[config.mk]
export PLATFORM = sky130hd
export DESIGN_NAME = running_line_fit
export DESIGN_NICKNAME = d
export VERILOG_FILES = /design/src/hdl/rlf_pkg.sv /design/src/hdl/running_line_fit.sv
export SDC_FILE = /design/constraint.sdc
export NUM_CORES = 2
export LEC_CHECK = 0
export BUFFER_PORTS_ARGS = -buffer_cell sky130_fd_sc_hd__buf_2
export CAP_MARGIN = 20
export CORE_ASPECT_RATIO = 1.1
export CORE_MARGIN = 2
export CORE_UTILIZATION = 60
export CTS_CLUSTER_DIAMETER = 80
export DETAILED_ROUTE_END_ITERATION = 12
export HOLD_SLACK_MARGIN = 0.05
export PLACE_DENSITY = 0.77
export SETUP_SLACK_MARGIN = 0.3
export SYNTH_ARGS = -nofsm -noshare
export SYNTH_HDL_FRONTEND = slang
export SYNTH_SLANG_ARGS = --single-unit
[constraint.sdc]
create_clock -name clk_i -period 35.5 [get_ports clk_i]
set_clock_uncertainty 0.05 [all_clocks]
set_input_delay 1.775 -clock clk_i [delete_from_list [all_inputs] [get_ports clk_i]]
set_output_delay 1.775 -clock clk_i [all_outputs]
set_load 0.01 [all_outputs]
[src/hdl/rlf_pkg.sv]
package rlf_pkg;

  localparam int COORD_BITS = 16;
  localparam int COUNT_BITS = 12;
  localparam int FRAC_BITS  = 16;
  localparam int SUM1_BITS  = COORD_BITS + COUNT_BITS;
  localparam int SUM2_BITS  = 2 * COORD_BITS - 1 + COUNT_BITS;
  localparam int ACC_BITS   = 2 * SUM2_BITS - 12;
  localparam int MUL_STEPS  = SUM2_BITS + 1;
  localparam int NUM_BITS   = ACC_BITS + FRAC_BITS;
  localparam int STEP_BITS  = $clog2(NUM_BITS);

  localparam logic [COUNT_BITS-1:0] MAX_POINTS = COUNT_BITS'(4095);

  typedef enum logic [1:0] {
    ST_OK       = 2'd0,
    ST_VERTICAL = 2'd1,
    ST_FULL     = 2'd2,
    ST_EMPTY    = 2'd3
  } status_e;

  typedef enum logic {
    CMD_ADD    = 1'b0,
    CMD_REMOVE = 1'b1
  } cmd_e;

  // saturate a quotient magnitude with its sign to signed 32 bits
  function automatic logic [31:0] sat32(input logic neg, input logic ovf,
                                        input logic [31:0] q);
    logic [31:0] r;
    if (neg) begin
      if (ovf || q > 32'h8000_0000) r = 32'h8000_0000;
      else r = 32'd0 - q;
    end else begin
      if (ovf || q > 32'h7FFF_FFFF) r = 32'h7FFF_FFFF;
      else r = q;
    end
    return r;
  endfunction

endpackage

[src/hdl/running_line_fit.sv]
// Running least-squares line fit. Each input beat adds (tuser 0) or removes (tuser 1) one
// point and yields one output beat with slope and offset in signed Q16.16, the point count
// and a status. Internally a bit-serial multiply-accumulate builds the determinant and both
// numerators from the running sums (six products), and a restoring divider produces each
// quotient one bit a cycle. Fits with fewer than two points, rejected removes and vertical
// fits finish without running the divider. The input is not ready while an item is in work.
module running_line_fit (
  input  logic        clk_i,
  input  logic        rst_ni,
  input  logic        s_axis_tvalid,
  output logic        s_axis_tready,
  input  logic [31:0] s_axis_tdata,   // x_coord, y_coord
  input  logic        s_axis_tuser,   // command
  output logic        m_axis_tvalid,
  input  logic        m_axis_tready,
  output logic [79:0] m_axis_tdata    // slope_q, offset_q, point_count, status
);
  import rlf_pkg::*;

  typedef enum logic [2:0] {
    S_IDLE, S_UPD_XY, S_UPD_XX, S_FIT, S_MAC, S_DIV, S_OUT
  } state_e;

  state_e                        state_q;
  logic [COUNT_BITS-1:0]         count_q;
  logic signed [SUM1_BITS-1:0]   sx_q, sy_q;
  logic signed [SUM2_BITS-1:0]   sxy_q, sxx_q;
  logic                          cmd_q;
  logic signed [COORD_BITS-1:0]  x_q, y_q;
  status_e                       status_q;
  logic [31:0]                   slope_res_q, offset_res_q;
  logic signed [ACC_BITS-1:0]    acc_q, mcand_q;
  logic signed [MUL_STEPS-1:0]   mplier_q;
  logic [STEP_BITS-1:0]          step_q;
  logic [2:0]                    idx_q;
  logic [ACC_BITS-1:0]           den_q, rem_q;
  logic                          den_neg_q, qneg_q, ovf_q;
  logic [NUM_BITS-1:0]           num_q;
  logic [31:0]                   quo_q;
  logic                          out_valid_q;
  logic [79:0]                   out_data_q;

  logic signed [2*COORD_BITS-1:0] prod_w;
  logic signed [SUM2_BITS-1:0]    prod_ext;
  logic signed [ACC_BITS-1:0]     acc_d, mc_load;
  logic signed [MUL_STEPS-1:0]    mp_load;
  logic [2:0]                     ld_idx;
  logic [ACC_BITS-1:0]            acc_mag;
  logic [ACC_BITS:0]              rem_sh, rem_sub;
  logic                           qbit;
  logic [31:0]                    quo_d, div_res;
  logic                           ovf_d;
  logic [31:0]                    lone_off;
  logic signed [MUL_STEPS-1:0]    n_ext;

  assign s_axis_tready = (state_q == S_IDLE);
  assign m_axis_tvalid = out_valid_q;
  assign m_axis_tdata  = out_data_q;

  // one small multiplier shared by both sum updates
  assign prod_w   = (state_q == S_UPD_XY) ? x_q * y_q : x_q * x_q;
  assign prod_ext = SUM2_BITS'(prod_w);

  assign n_ext = MUL_STEPS'({1'b0, count_q});

  // operand selection for the multiply-accumulate: odd products are subtracted
  always_comb begin
    ld_idx = (state_q == S_FIT) ? 3'd0 : idx_q + 3'd1;
    case (ld_idx)
      3'd0: begin mc_load = ACC_BITS'(sxx_q); mp_load = n_ext; end
      3'd1: begin mc_load = ACC_BITS'(sx_q);  mp_load = MUL_STEPS'(sx_q); end
      3'd2: begin mc_load = ACC_BITS'(sxy_q); mp_load = n_ext; end
      3'd3: begin mc_load = ACC_BITS'(sx_q);  mp_load = MUL_STEPS'(sy_q); end
      3'd4: begin mc_load = ACC_BITS'(sxx_q); mp_load = MUL_STEPS'(sy_q); end
      3'd5: begin mc_load = ACC_BITS'(sxy_q); mp_load = MUL_STEPS'(sx_q); end
      default: begin mc_load = '0; mp_load = '0; end
    endcase
  end

  // shift-add step, the top multiplier bit carries negative weight
  always_comb begin
    acc_d = acc_q;
    if (mplier_q[0]) begin
      if ((step_q == STEP_BITS'(MUL_STEPS - 1)) ^ idx_q[0]) acc_d = acc_q - mcand_q;
      else acc_d = acc_q + mcand_q;
    end
    acc_mag = acc_d[ACC_BITS-1] ? ACC_BITS'(-acc_d) : ACC_BITS'(acc_d);
  end

  // restoring divider step
  always_comb begin
    rem_sh  = {rem_q, num_q[NUM_BITS-1]};
    rem_sub = rem_sh - {1'b0, den_q};
    qbit    = (rem_sh >= {1'b0, den_q});
    quo_d   = {quo_q[30:0], qbit};
    ovf_d   = ovf_q | quo_q[31];
    div_res = sat32(qneg_q, ovf_d, quo_d);
  end

  // offset of a lone point: y shifted to Q16.16, saturated
  always_comb begin
    if (sy_q > SUM1_BITS'(32767)) lone_off = 32'h7FFF_FFFF;
    else if (sy_q < -SUM1_BITS'(32768)) lone_off = 32'h8000_0000;
    else lone_off = {sy_q[31-FRAC_BITS:0], {FRAC_BITS{1'b0}}};
  end

  always_ff @(posedge clk_i or negedge rst_ni) begin
    if (!rst_ni) begin
      state_q     <= S_IDLE;
      count_q     <= '0;
      sx_q        <= '0;
      sy_q        <= '0;
      sxy_q       <= '0;
      sxx_q       <= '0;
      status_q    <= ST_OK;
      out_valid_q <= 1'b0;
      idx_q       <= '0;
      step_q      <= '0;
    end else begin
      if (out_valid_q && m_axis_tready && state_q != S_OUT) out_valid_q <= 1'b0;
      case (state_q)
        S_IDLE: begin
          if (s_axis_tvalid) begin
            cmd_q        <= s_axis_tuser;
            x_q          <= s_axis_tdata[15:0];
            y_q          <= s_axis_tdata[31:16];
            slope_res_q  <= '0;
            offset_res_q <= '0;
            if (s_axis_tuser == CMD_ADD && count_q == MAX_POINTS) begin
              status_q <= ST_FULL;
              state_q  <= S_FIT;
            end else if (s_axis_tuser == CMD_REMOVE && count_q == '0) begin
              status_q <= ST_EMPTY;
              state_q  <= S_OUT;
            end else begin
              status_q <= ST_OK;
              state_q  <= S_UPD_XY;
            end
          end
        end
        S_UPD_XY: begin
          if (cmd_q == CMD_ADD) begin
            count_q <= count_q + 1'b1;
            sx_q    <= sx_q + SUM1_BITS'(x_q);
            sy_q    <= sy_q + SUM1_BITS'(y_q);
            sxy_q   <= sxy_q + prod_ext;
          end else begin
            count_q <= count_q - 1'b1;
            sx_q    <= sx_q - SUM1_BITS'(x_q);
            sy_q    <= sy_q - SUM1_BITS'(y_q);
            sxy_q   <= sxy_q - prod_ext;
          end
          state_q <= S_UPD_XX;
        end
        S_UPD_XX: begin
          if (cmd_q == CMD_ADD) sxx_q <= sxx_q + prod_ext;
          else sxx_q <= sxx_q - prod_ext;
          state_q <= S_FIT;
        end
        S_FIT: begin
          if (count_q < COUNT_BITS'(2)) begin
            if (count_q == COUNT_BITS'(1)) offset_res_q <= lone_off;
            state_q <= S_OUT;
          end else begin
            acc_q    <= '0;
            idx_q    <= '0;
            step_q   <= '0;
            mcand_q  <= mc_load;
            mplier_q <= mp_load;
            state_q  <= S_MAC;
          end
        end
        S_MAC: begin
          if (step_q == STEP_BITS'(MUL_STEPS - 1)) begin
            step_q <= '0;
            if (!idx_q[0]) begin
              acc_q    <= acc_d;
              idx_q    <= ld_idx;
              mcand_q  <= mc_load;
              mplier_q <= mp_load;
            end else if (idx_q == 3'd1) begin
              if (acc_d == '0) begin
                if (status_q != ST_FULL) status_q <= ST_VERTICAL;
                state_q <= S_OUT;
              end else begin
                den_q     <= acc_mag;
                den_neg_q <= acc_d[ACC_BITS-1];
                acc_q     <= '0;
                idx_q     <= ld_idx;
                mcand_q   <= mc_load;
                mplier_q  <= mp_load;
              end
            end else begin
              num_q   <= {acc_mag, {FRAC_BITS{1'b0}}};
              qneg_q  <= acc_d[ACC_BITS-1] ^ den_neg_q;
              rem_q   <= '0;
              quo_q   <= '0;
              ovf_q   <= 1'b0;
              state_q <= S_DIV;
            end
          end else begin
            acc_q    <= acc_d;
            mcand_q  <= mcand_q <<< 1;
            mplier_q <= mplier_q >>> 1;
            step_q   <= step_q + 1'b1;
          end
        end
        S_DIV: begin
          num_q  <= num_q << 1;
          rem_q  <= qbit ? rem_sub[ACC_BITS-1:0] : rem_sh[ACC_BITS-1:0];
          quo_q  <= quo_d;
          ovf_q  <= ovf_d;
          if (step_q == STEP_BITS'(NUM_BITS - 1)) begin
            step_q <= '0;
            if (idx_q == 3'd3) begin
              slope_res_q <= div_res;
              acc_q       <= '0;
              idx_q       <= ld_idx;
              mcand_q     <= mc_load;
              mplier_q    <= mp_load;
              state_q     <= S_MAC;
            end else begin
              offset_res_q <= div_res;
              state_q      <= S_OUT;
            end
          end else begin
            step_q <= step_q + 1'b1;
          end
        end
        S_OUT: begin
          if (!out_valid_q || m_axis_tready) begin
            out_valid_q <= 1'b1;
            out_data_q  <= {2'b00, status_q, count_q, offset_res_q, slope_res_q};
            state_q     <= S_IDLE;
          end
        end
        default: state_q <= S_IDLE;
      endcase
    end
  end

endmodule
Yosys cells after proc, flatten, opt, wreduce, memory -nomap -nowiden --
Cells that the tools add are included.
Word-level totals: bits in registers 810, input port bits 37, output and inout port bits 82
Operators by class: reductions and logical operators 37, multipliers 2, bitwise operators 6, muxes and demuxes 103, magnitude comparators 6, equal/unequal tests 38, $add $sub $neg 17
Operator list (count):
- 74-bit 2-to-1 mux | 21
- 74-bit one-hot mux with 3 select lines | 3
- 32-bit 2-to-1 mux | 16
- 44-bit 2-to-1 mux | 7
- 90-bit 2-to-1 mux | 3
- 44-bit one-hot mux with 3 select lines | 2
- 90-bit one-hot mux with 2 select lines | 1
- 74-bit one-hot mux with 2 select lines | 1
- 74-bit subtractor | 2
- 32-bit one-hot mux with 2 select lines | 2
- 32-bit one-hot mux with 3 select lines | 1
- 43-bit by 32-bit adder with 43-bit output | 2
- 43-bit 2-to-1 mux | 2
- 43-bit by 32-bit subtractor with 43-bit output | 2
- 75-bit by 74-bit greater-or-equal comparator with 1-bit output | 1
- 74-bit adder | 1
- 74-bit logical NOT | 1
- 74-bit negation | 1
- 16-bit by 16-bit multiplier with 32-bit output | 2
- 28-bit by 16-bit adder with 28-bit output | 2
- 28-bit 2-to-1 mux | 2
- 28-bit by 16-bit subtractor with 28-bit output | 2
- 3-bit 2-to-1 mux | 17
- 32-bit by 31-bit > comparator with 1-bit output (second input constant) | 1
- 46 further kinds | 114

Longest topological paths before layout --
word-level depth 10, depth in mapped cells 48

Worst setup path before layout --
No wires, ideal clock.
kind register to register, from register mcand_q[6], to register acc_q[0], enable pin, clock period less this slack 22.205 ns, buffers on the path 2, path slack 13.295 ns, setup time 1.084 ns, data required time 34.366 ns, data arrival time 21.071 ns, stages on the path, launching flop included 32, cell sequence edfxtp_1 -> or4_1 -> or3_1 -> or4_4 -> nor3b_1 -> and2_1 -> inv_1 -> nor2_1 -> nor2_1 -> xnor2_1 -> ha_1 -> clkbuf_1 -> a21o_1 -> a21o_1 -> a21oi_1 -> o21ai_0 -> a21o_1 -> a21oi_1 -> o21ai_0 -> nand2_1 -> o31a_1 -> a21bo_2 -> nand2_1 -> a211oi_1 -> o311ai_0 -> a2111o_1 -> and4_1 -> and2_1 -> buf_6 -> inv_4 -> o31ai_2 -> a311oi_1
Between the ends: cells in the longest elaborated chain, start to end 6, elaborated cells between the ends (all ways) 7, classes of those cells add/sub (2); eq/ne (1); mux (2); reduce/logical (2)
RTL lines:
- from (decl) | line running_line_fit.sv:32 | logic signed [ACC_BITS-1:0] acc_q, mcand_q;
- from (signal assigned) | line running_line_fit.sv:168 | mcand_q <= mc_load;
- from (signal assigned) | line running_line_fit.sv:179 | mcand_q <= mc_load;
- from (signal assigned) | line running_line_fit.sv:190 | mcand_q <= mc_load;
- 74-bit adder or 74-bit subtractor (tied branches) | line running_line_fit.sv:85, running_line_fit.sv:84
- 74-bit 2-to-1 mux * | line running_line_fit.sv:84 | if ((step_q == STEP_BITS'(MUL_STEPS - 1)) ^ idx_q[0]) acc_d = acc_q - mcand_q;
- 74-bit 2-to-1 mux * | line running_line_fit.sv:83 | if (mplier_q[0]) begin
- 74-bit logical NOT * | line running_line_fit.sv:182 | if (acc_d == '0) begin
- 4-bit != test (no source line) *
- 7-bit AND reduction (no source line) *
- to (signal assigned) | line running_line_fit.sv:177 | acc_q <= acc_d;
- to (signal assigned) | line running_line_fit.sv:188 | acc_q <= '0;
- to (signal assigned) | line running_line_fit.sv:202 | acc_q <= acc_d;
- to (decl) | line running_line_fit.sv:32
Mark *: on every way between the ends. The rest lies on a longest branch, timed or not. A chain may end at the register's enable or synchronous reset.

Final worst setup path --
from register x_q[10], to register sxy_q[42]
Between the ends: cells in the longest elaborated chain, start to end 4, elaborated cells between the ends (all ways) 6, classes of those cells add/sub (2); mul (2); mux (2)
RTL lines:
- from (decl) | line running_line_fit.sv:29 | logic signed [COORD_BITS-1:0] x_q, y_q;
- from (signal assigned) | line running_line_fit.sv:125 | x_q <= s_axis_tdata[15:0];
- 16-bit by 16-bit multiplier with 32-bit output | line running_line_fit.sv:61 | assign prod_w = (state_q == S_UPD_XY) ? x_q * y_q : x_q * x_q;
- 32-bit 2-to-1 mux * | line running_line_fit.sv:61
- 43-bit by 32-bit adder with 43-bit output or 43-bit by 32-bit subtractor with 43-bit output (tied branches) | line running_line_fit.sv:146, running_line_fit.sv:151
- 43-bit 2-to-1 mux * | line running_line_fit.sv:142 | if (cmd_q == CMD_ADD) begin
- to (signal assigned) | line running_line_fit.sv:146 | sxy_q <= sxy_q + prod_ext;
- to (signal assigned) | line running_line_fit.sv:151 | sxy_q <= sxy_q - prod_ext;
- to (decl) | line running_line_fit.sv:27 | logic signed [SUM2_BITS-1:0] sxy_q, sxx_q;
Marks and branches as above.

==> metrics <==
status=completed; Synth top area share=25.92%; CTS root buf=clkbuf_16; Compound-Gate Fraction of Synth Area=15.87%; Routed Antenna Nets=0; initial antenna violation count=0; Filler cells=9608; Post-Synth XOR/XNOR Area=6.239%; Post-Syn Area=72290 µm²; post-synthesis adder-cell area fraction=21.91%; synth warn=0; critical path peak fanout=29; Clock Pin Slew Worst Setup and Hold Paths=60 ps; hold_sp=slope_res_q[27]; area of the multi-input gates=44630 µm²; antenna cells=0; DR vias/cell=6.110; final WL=186800 µm; initial DRC count=5424; GRT Util Overall=30.06%; clock sink count=794; first drt pass iteration count=9; first-pass GRT wire length=298400 µm; fmax=84.76 MHz; synth cell count leaders=nand2_1 (921), inv_1 (881), edfxtp_1 (624); layout cells sized above 1=6.127%; crit path capture type=flop; pin count of the biggest net entering global routing=97; die span in y=368.1 µm; Setup CP Type=reg2reg; Setup Fix Bufs, Post-CTS=0; hpwl dp=140300 µm; Initial Utilization=60.51%; Slew @ Worst Pin=1124 ps; synthesized area per cell=9.179 µm²; flip-flop and latch area=22990 µm²; Final Hold Viols=0; synth-to-layout area growth=6.724%; CP most frequent cell=fa_1; top_reg_cell synth=edfxtp_1; core area=119500 µm²; crit path from=x_q[10]; Die Wd=335.0 µm; Max Slew Vio Count=0; crit start category=flop; IO Pins=119; post-synthesis mux area share=1.300%; CTS resizes=0; Die ar.=123300 µm²; Simple-Gate Fraction of Synth Area=16.23%; worst skew pair latency=720 ps; sequential fraction of the synthesis area=31.80%; final setup vio count=0; Rows=133; CP required=36020 ps; final net count=8781; Netlist cell types=123; total grt overflow=0; Clock Tree Buf Depth=3; worst path arrival time=12310 ps; main combinational cell family by area after synthesis=adder cells; CTS tree=built; most frequent cell after synthesis=nand2_1; I/O Buffers=116; Placer Congestion=0.9486; Hold Crit Class=reg2reg; CTS buffer count=89; Rel. slew slack=24.10%; Synth Instances=7876; R2R Setup Slk=23700 ps; ranking of synthesized cells by area=edfxtp_1 (26%), fa_1 (14%), ha_1 (7.8%), dfrtp_1 (5.9%), nand2_1 (4.8%); setup total negative slack=0 ps; Slowest Stage Delay on Critical Path=660 ps; FFs w/ async S/R, synth=21.41%; FF+latch count, synth=794; slowest stage cell on the critical path=a2111oi_2; hold buffers post-CTS=0; RSZ-0062 raised after global routing=false; reg-to-reg startpoint=x_q[10]; DRC=0; post-layout min period=11800 ps; vias in the first global route=56330; area leader, netlist=edfxtp_1; fin crit share=33.24%; vias=57550; H-Tree Depth=3; WL/cell=19.83 µm; Post-synth EDFFs=624; max-cap violations=0
## worst paths after layout
kind                            cells after the start               end
worst max-delay path                               40         sxy_q[42]
worst min-delay path                                0  m_axis_tdata[27]
worst max register to register                     40         sxy_q[42]
worst min register to register                      0  m_axis_tdata[27]
max in group asynchronous                           3          sy_q[12]
min in group asynchronous                           1         sxy_q[34]
## worst max-delay path: cells and delay by family, from the launching register on
family,cells,cell delay [ps]
compound gates,15,3780
fa+ha+maj,8,3740
simple gates,8,1990
buf+inv,6,1200
xor+xnor,2,400
flops,1,310
mux,1,180
## placed cells by master, fill, tap and decap left out, drive strengths merged, types with 54 or more instances in the layout
| master | Yosys | routed |
|---|---|---|
| and2 | 183 | 183 |
| and3 | 76 | 76 |
| nand4 | 64 | 64 |
| nand2 | 925 | 925 |
| a21o | 248 | 248 |
| nor2b | 71 | 71 |
| ha | 449 | 449 |
| fa | 505 | 505 |
| inv | 885 | 898 |
| buf | 73 | 196 |
| o21ai | 414 | 414 |
| a21oi | 484 | 484 |
| clkbuf | 301 | 107 |
| edfxtp | 624 | 624 |
| nand2b | 80 | 80 |
| xnor2 | 372 | 372 |
| nand3 | 104 | 104 |
| or3 | 54 | 54 |
| nor2 | 578 | 578 |
| dfrtp | 170 | 170 |
| nor3 | 148 | 148 |
| a211oi | 66 | 66 |
| xor2 | 143 | 143 |
| a31oi | 87 | 87 |
| mux2i | 62 | 62 |
## per-layer routing
layer	GRT usage [%]	wire length (µm)	vias up
met3	3.555	13260	409
met1	40.45	77150	27940
met5	0	0	-
met2	49.39	88240	2257
met4	12.73	8158	0
li1	-	-	26940
## state kept, by name, summed over array words and instances (netlist names), 2 cells and up
signal / cells
acc_q: 74
step_q: 7
y_q: 16
sy_q: 28
den_q: 74
slope_res_q: 32
sxy_q: 43
mcand_q: 74
quo_q: 32
status_q: 2
sx_q: 28
x_q: 16
idx_q: 3
sxx_q: 43
rem_q: 74
state_q: 3
mplier_q: 44
num_q: 74
count_q: 12
m_axis_tdata: 78
offset_res_q: 32
## metrics by stage
stage	std cells	setup WS, ps	util, %	hold slack [ps]	instance area [µm²]
4_1_cts	9416	23810	64.54	357.7	77120
3_5_place_dp	9248	23850	62.00	354.5	74080
3_3_place_gp	9248	24120	62.00	351.2	74080
6_report	9419	23700	64.57	355.4	77150
2_1_floorplan	7877	13300	-	350.3	72300
5_1_grt	9419	22980	64.57	352.5	77150
## layout make-up
| cell class | instances | share of cell area, % |
|---|---|---|
| clock buffer | 107 | 3.000 |
| clock inverter | 61 | 0.9357 |
| inverter | 892 | 4.343 |
| multi-input combinational | 5817 | 57.85 |
| sequential | 794 | 29.80 |
| tap | 1552 | 2.517 |
| timing repair buffer | 196 | 1.555 |
## logic make-up (layout without fill, tap and decap cells)
kind of cell,Yosys count,after routing
other,1,2
xor gates and xnor gates,515,515
DFF,794,794
and+or+nand+nor,2473,2473
AOI/OAI and AO/OA,1772,1772
muxes,90,90
adders and majority gates,965,965
buffers and inverters,1266,1256
Power is left out: the tool's default activity adds up to more than one toggle a clock period on the data nets, which glitch-free logic cannot reach.
